[config.mk]
export PLATFORM = sky130hd
export DESIGN_NAME = binary_to_decimal_ascii_unit
export DESIGN_NICKNAME = d
export VERILOG_FILES = /design/src/rtl/core/b2da_pkg.sv /design/src/rtl/core/b2da_stage.sv /design/src/rtl/core/b2da_emit.sv /design/src/rtl/core/binary_to_decimal_ascii_unit.sv
export SDC_FILE = /design/constraint.sdc
export NUM_CORES = 1
export LEC_CHECK = 0
export CORE_MARGIN = 8
export CORE_UTILIZATION = 45
export DETAILED_ROUTE_END_ITERATION = 8
export DONT_BUFFER_PORTS = 1
export RECOVER_POWER = 50
export SLEW_MARGIN = 30
export SYNTH_ARGS = -nofsm -noshare
export SYNTH_HDL_FRONTEND = slang
export SYNTH_SLANG_ARGS = --single-unit
[constraint.sdc]
create_clock -name clk -period 9.75 [get_ports clk]
set_clock_uncertainty 0.15 [all_clocks]
set_input_delay 1.95 -clock clk [delete_from_list [all_inputs] [get_ports clk]]
set_output_delay 1.95 -clock clk [all_outputs]
set_load 0.005 [all_outputs]
[src/rtl/core/b2da_pkg.sv]
// b2da_pkg: shared constants and helpers for the binary to decimal ascii unit
// no dependencies; imported by every module in rtl/core
package b2da_pkg;

	localparam int CHAR_W     = 8;
	localparam int NUM_STAGES = 4;
	localparam int MAX_BITS   = 32;

	localparam logic [CHAR_W-1:0] ASCII_ZERO    = 8'h30;
	localparam logic [CHAR_W-1:0] ASCII_NEWLINE = 8'h0A;

	// decimal digits needed for an unsigned number of the given width
	// floor(bits * log10(2)) + 1, with log10(2) taken as 1233 / 4096
	function automatic int digits_for(input int bits);
		return ((bits * 1233) >> 12) + 1;
	endfunction

endpackage

[src/rtl/core/b2da_stage.sv]
// b2da_stage: one register stage of the double-dabble pipeline
// runs STEPS add-3 and shift steps per beat; uses b2da_pkg
module b2da_stage
	import b2da_pkg::*;
#(
	parameter int PAD_BITS = 32,
	parameter int BCD_BITS = 40,
	parameter int STEPS    = 8
) (
	input  logic                clk,
	input  logic                arst_n,
	input  logic                in_valid,
	output logic                in_ready,
	input  logic [PAD_BITS-1:0] in_bin,
	input  logic [BCD_BITS-1:0] in_bcd,
	output logic                out_valid,
	input  logic                out_ready,
	output logic [PAD_BITS-1:0] out_bin,
	output logic [BCD_BITS-1:0] out_bcd
);

	localparam int NUM_DIGITS = BCD_BITS / 4;

	logic                valid_s1;
	logic [PAD_BITS-1:0] bin_s1;
	logic [BCD_BITS-1:0] bcd_s1;
	logic [PAD_BITS-1:0] bin_w;
	logic [BCD_BITS-1:0] bcd_w;

	// add 3 to every digit of five or more, then shift one bit in
	always_comb begin
		bin_w = in_bin;
		bcd_w = in_bcd;
		for (int s = 0; s < STEPS; s++) begin
			for (int k = 0; k < NUM_DIGITS; k++) begin
				if (bcd_w[4*k +: 4] >= 4'd5) begin
					bcd_w[4*k +: 4] = bcd_w[4*k +: 4] + 4'd3;
				end
			end
			bcd_w = {bcd_w[BCD_BITS-2:0], bin_w[PAD_BITS-1]};
			bin_w = {bin_w[PAD_BITS-2:0], 1'b0};
		end
	end

	assign in_ready = !valid_s1 || out_ready;

	always_ff @(posedge clk or negedge arst_n) begin
		if (!arst_n) begin
			valid_s1 <= 1'b0;
		end else if (in_ready) begin
			valid_s1 <= in_valid;
		end
	end

	always_ff @(posedge clk) begin
		if (in_ready && in_valid) begin
			bin_s1 <= bin_w;
			bcd_s1 <= bcd_w;
		end
	end

	assign out_valid = valid_s1;
	assign out_bin   = bin_s1;
	assign out_bcd   = bcd_s1;

endmodule

[src/rtl/core/b2da_emit.sv]
// b2da_emit: serializes a packed bcd number into ascii beats
// suppresses leading zeros, appends newline with last; uses b2da_pkg
module b2da_emit
	import b2da_pkg::*;
#(
	parameter int NUM_DIGITS = 10
) (
	input  logic                  clk,
	input  logic                  arst_n,
	input  logic                  in_valid,
	output logic                  in_ready,
	input  logic [4*NUM_DIGITS-1:0] in_bcd,
	output logic                  out_valid,
	input  logic                  out_ready,
	output logic [CHAR_W-1:0]     out_char,
	output logic                  out_last
);

	localparam int DIG_W = $clog2(NUM_DIGITS);

	logic                    busy_q;
	logic                    nl_q;
	logic [DIG_W-1:0]        pos_q;
	logic [4*NUM_DIGITS-1:0] bcd_q;
	logic                    out_valid_q;
	logic [CHAR_W-1:0]       out_char_q;
	logic                    out_last_q;
	logic [DIG_W-1:0]        lead;
	logic [3:0]              cur;
	logic                    out_free;

	// highest nonzero digit, or digit 0 for a zero value
	always_comb begin
		lead = '0;
		for (int k = 0; k < NUM_DIGITS; k++) begin
			if (in_bcd[4*k +: 4] != 4'd0) begin
				lead = DIG_W'(k);
			end
		end
	end

	assign cur      = bcd_q[4*pos_q +: 4];
	assign out_free = !out_valid_q || out_ready;
	assign in_ready = !busy_q;

	always_ff @(posedge clk or negedge arst_n) begin
		if (!arst_n) begin
			busy_q      <= 1'b0;
			out_valid_q <= 1'b0;
		end else begin
			if (in_valid && !busy_q) begin
				busy_q <= 1'b1;
			end else if (busy_q && out_free && nl_q) begin
				busy_q <= 1'b0;
			end
			if (out_free) begin
				out_valid_q <= busy_q;
			end
		end
	end

	always_ff @(posedge clk) begin
		if (in_valid && !busy_q) begin
			bcd_q <= in_bcd;
			pos_q <= lead;
			nl_q  <= 1'b0;
		end else if (busy_q && out_free && !nl_q) begin
			if (pos_q == '0) begin
				nl_q <= 1'b1;
			end else begin
				pos_q <= pos_q - 1'b1;
			end
		end
		if (busy_q && out_free) begin
			if (nl_q) begin
				out_char_q <= ASCII_NEWLINE;
				out_last_q <= 1'b1;
			end else begin
				out_char_q <= ASCII_ZERO + {4'd0, cur};
				out_last_q <= 1'b0;
			end
		end
	end

	assign out_valid = out_valid_q;
	assign out_char  = out_char_q;
	assign out_last  = out_last_q;

endmodule

[src/rtl/core/binary_to_decimal_ascii_unit.sv]
// binary_to_decimal_ascii_unit: top level, unsigned binary to decimal ascii text
// instantiates b2da_stage and b2da_emit; uses b2da_pkg
//
// usage
//   slave channel s_*: one beat carries one unsigned number in s_tdata
//   master channel m_*: one beat per character, most significant digit first,
//   leading zeros suppressed (zero gives a single '0'), then a newline beat
//   with m_tlast high that closes the number's run
//   conversion is a four-stage double-dabble pipeline, each stage running
//   a quarter of the shift and add-3 steps, followed by a serializer
//   an input beat passes the stage registers, then the serializer's bcd
//   and output registers; the serializer takes a new number only once
//   the newline of the last is registered, so it sets the rate and the
//   pipeline ahead of it holds up to four more numbers meanwhile
//   reset: arst_n clears all valid bits, the serializer is idle after reset
//   stalls: with m_tready low the output beat holds, the serializer waits,
//   the pipeline fills and then s_tready drops; nothing is lost or repeated
module binary_to_decimal_ascii_unit
	import b2da_pkg::*;
#(
	parameter int VALUE_BITS = 32
) (
	input  logic              clk,
	input  logic              arst_n,
	input  logic              s_tvalid,
	output logic              s_tready,
	input  logic [31:0]       s_tdata,   // [31:0] value
	output logic              m_tvalid,
	input  logic              m_tready,
	output logic [CHAR_W-1:0] m_tdata,   // [7:0] character
	output logic              m_tlast
);

	// the value field is 32 bits wide, wider settings convert all of it
	localparam int CONV_BITS  = (VALUE_BITS < MAX_BITS) ? VALUE_BITS : MAX_BITS;
	localparam int STEPS      = (CONV_BITS + NUM_STAGES - 1) / NUM_STAGES;
	localparam int PAD_BITS   = STEPS * NUM_STAGES;
	localparam int NUM_DIGITS = digits_for(CONV_BITS);
	localparam int BCD_BITS   = 4 * NUM_DIGITS;

	// stage boundaries: index 0 is the input, NUM_STAGES the serializer input
	logic [PAD_BITS-1:0] bin_w [NUM_STAGES+1];
	logic [BCD_BITS-1:0] bcd_w [NUM_STAGES+1];
	logic                vld_w [NUM_STAGES+1];
	logic                rdy_w [NUM_STAGES+1];

	// bits above the conversion width are dropped, padding shifts in as zeros
	assign bin_w[0]  = PAD_BITS'(s_tdata[CONV_BITS-1:0]);
	assign bcd_w[0]  = '0;
	assign vld_w[0]  = s_tvalid;
	assign s_tready  = rdy_w[0];

	for (genvar g = 0; g < NUM_STAGES; g++) begin : g_stage
		b2da_stage #(
			.PAD_BITS (PAD_BITS),
			.BCD_BITS (BCD_BITS),
			.STEPS    (STEPS)
		) u_stage (
			.clk       (clk),
			.arst_n    (arst_n),
			.in_valid  (vld_w[g]),
			.in_ready  (rdy_w[g]),
			.in_bin    (bin_w[g]),
			.in_bcd    (bcd_w[g]),
			.out_valid (vld_w[g+1]),
			.out_ready (rdy_w[g+1]),
			.out_bin   (bin_w[g+1]),
			.out_bcd   (bcd_w[g+1])
		);
	end

	// serializer: registered, one char per cycle in a number unless stalled
	b2da_emit #(
		.NUM_DIGITS (NUM_DIGITS)
	) u_emit (
		.clk       (clk),
		.arst_n    (arst_n),
		.in_valid  (vld_w[NUM_STAGES]),
		.in_ready  (rdy_w[NUM_STAGES]),
		.in_bcd    (bcd_w[NUM_STAGES]),
		.out_valid (m_tvalid),
		.out_ready (m_tready),
		.out_char  (m_tdata),
		.out_last  (m_tlast)
	);

endmodule

==> results by group <==
Synth
  • Number of synthesized flops with an enable pin: 200
  • Synthesized area per cell: 8.13 um^2
  • Fraction of registers with async set/reset: 2.90%
  • Ys flop type: edfxtp_1
  • Gate Count Post-Synth: 3183
  • Post-synthesis instance area: 25900 um^2
  • Synth area leaders: edfxtp_1 (23%), ha_1 (6.8%), nand2_1 (4.2%)
  • Yosys top cell by area: edfxtp_1
  • Synth Warn #: 0
  • Number of distinct library cells after synthesis: 133
  • Share of the synthesized area in the top cell type: 23.2%
  • Synth Register Bits: 207
  • Sequential area share after synthesis: 23.9%

Setup path
  • Worst Setup End Kind: flip-flop
  • CP delay by family, top: compound AO/OA/AOI/OAI gates
  • Most frequent CP cell: ha_1
  • Crit-path max FO: 8
  • Max stage delay on crit path: 0.51 ns
  • Arrival time at the worst endpoint: 7.78 ns
  • Worst path bufs/invs: 2
  • WP data required: 9.90 ns
  • Critical-path top delay cell: o31ai_1
  • Crit path depth: 26
  • CP Launch Type: flip-flop
  • Setup CP Type: reg2reg
  • Worst-case reg-to-reg path depth: 26

CTS
  • Clock Sinks: just over 200
  • Clk pin slew, worst setup/hold paths: ~0.070 ns
  • Postcts setup bufs: 0
  • CTS tree: built
  • Max Root-Sink Buffers: 3
  • CTS hold repair buffers: 0
  • CTS root buf: clkbuf_16
  • CTS-repair resized insts: 0
  • H-Tree Depth: 1
  • Clock Latency Late Sink: roughly 0.56 ns
  • Total CTS buffers: 27

Placed design
  • Placed Area: between 20000 and 30000 um^2
  • IO Port Bufs: 0
  • DP Wirelength: 42900 um
  • Routability cong.: roughly 0.82

Worst hold path
  • Hold Crit Class: reg2reg
  • Hold Path Stages: 0

Floorplanning
  • Die Width: approximately 260 um
  • Die H: about 260 um
  • # IOs: 47
  • Initial Util: 45.2%
  • Die ar.: 65400 um^2
  • Area of the core: 57300 um^2
  • Cell Rows: ~90

Routing
  • Routed vias: 23.4k
  • WL per Instance: 14.4 um
  • Iter 0 DRT Violations: 1542
  • Final ANT Viol Nets: 0
  • Number of remaining DRC errors: 0
  • WL final: 56300 um
  • Pre-Repair DR Iteration Count: 8
  • Vias per cell: 6.00

Outcome
  • Status: finished with violations
  • Violated checks: max-capacitance violations, max-slew violations

Global route
  • Largest net degree at the start of global routing: 46
  • Initial antenna violation count: 0
  • First-pass GRT wire length: 96900 um
  • Vias in the first global route: 22.1k
  • GR Util All Layers: 16.2%
  • GRT overflow: 0

STA
  • RSZ-0062 raised after global routing: no
  • Minimum clock period: 7.63 ns
  • Worst-Margin Slew: 2.89 ns
  • Finish-stage setup viols: 0
  • Maximum operating frequency: roughly 130 MHz
  • Final worst-path cycle share: 78.3%
  • Pins Over Slew Limit: approximately 170
  • Setup_tns: 0 ns
  • Final hold vios: 0
  • Max_slew headroom: -92.4%

Final layout
  • Fraction of layout cells with a size suffix above 1: 9.35%
  • Area grow syn2layout: 5.74%
  • Final net count: 3300
  • Design Area, Final: between 20000 and 30000 um^2
  • Number of diodes: 0

Job
  • Max Cap Viol: 4
[placed cells by master, fill, tap and decap left out, drive strengths merged, types with 34 or more instances in the layout]
cell    netlist  final
o21ai       288    288
nand2       287    287
nor2        278    278
a21oi       217    217
inv         213    215
edfxtp      200    200
ha          140    140
mux2i        95     95
nor3         89     89
xnor2        89     89
nand2b       72     72
a211oi       68     68
mux2         66     66
o211ai       59     59
nand3        57     57
and2         51     51
a21o         49     49
or2          48     48
o22ai        46     46
a31oi        45     45
o21a         42     42
or3          34     34
[Yosys cell counts (55+ instances only)]
master	n
a211oi_1	58
a21oi_1	206
clkbuf_1	64
edfxtp_1	200
ha_1	140
inv_1	194
mux2_2	60
mux2i_1	92
nand2_1	287
nand2b_1	72
nand3_1	56
nor2_1	273
nor3_1	83
o211ai_1	55
o21ai_0	212
o21ai_1	73
xnor2_1	75
[per-layer routing]
metal  GRT usage [%]  part of all wire, %
met5               0                    0
met3            1.73                  2.7
met2            29.5                   49
met1            20.1                   47
met4            3.95                  2.0
[final timing paths]
check	startpoint	end	slack [ns]
setup reg to reg	g_stage[1].u_stage.out_bcd[16]	g_stage[2].u_stage.out_bcd[27]	2.12
min in group asynchronous	arst_n	g_stage[2].u_stage.out_valid	0.95
max in group asynchronous	arst_n	u_emit.busy_q	8.43
hold reg to reg	g_stage[2].u_stage.out_bin[24]	g_stage[3].u_stage.out_bcd[0]	0.27
hold / removal	g_stage[2].u_stage.out_bin[24]	g_stage[3].u_stage.out_bcd[0]	0.27
setup / recovery	g_stage[1].u_stage.out_bcd[16]	g_stage[2].u_stage.out_bcd[27]	2.12
[flip-flops by register name, indices dropped and copies added (netlist names)]
signal                     flops
u_emit.out_last                1
u_emit.bcd_q                  40
u_emit.out_valid               1
g_stage.u_stage.out_bcd      102
g_stage.u_stage.out_bin       48
u_emit.busy_q                  1
u_emit.out_char                5
u_emit.nl_q                    1
u_emit.pos_q                   4
g_stage.u_stage.out_valid      4
[layout make-up]
| type | instances | area [um^2] |
|---|---|---|
| well taps | 765 | 957 |
| clock buffers | 28 | 679 |
| repair buffers | 7 | 53.8 |
| fillers | 5478 | 29900 |
| clock inverters | 20 | 184 |
| flip-flops and latches | 207 | 6180 |
| inverters | 215 | 807 |
| multi-input cells | 2666 | 18500 |
[per-stage QoR]
step                instances  setup slack, ns  hold WS (ns)  util (%)
floorplan                3184             2.98         0.250         -
global placement         3859             2.47         0.251      46.2
detailed placement       3860             2.14         0.255      46.3
CTS                      3908             2.12         0.268      47.8
global route             3908             1.41         0.272      47.8
finish                   3908             2.12         0.265      47.8
[kinds of logic after synthesis]
kind of cell | synth area share (%)
adders and majority gates | 6.97
AOI/OAI and AO/OA | 32.0
xor gates and xnor gates | 4.72
other | 0.0145
DFF | 23.9
and+or+nand+nor | 20.2
buffers and inverters | 4.77
muxes | 7.45
Power is not shown: default switching activity piles up to over one toggle a cycle in this logic, so the estimate is an artifact.
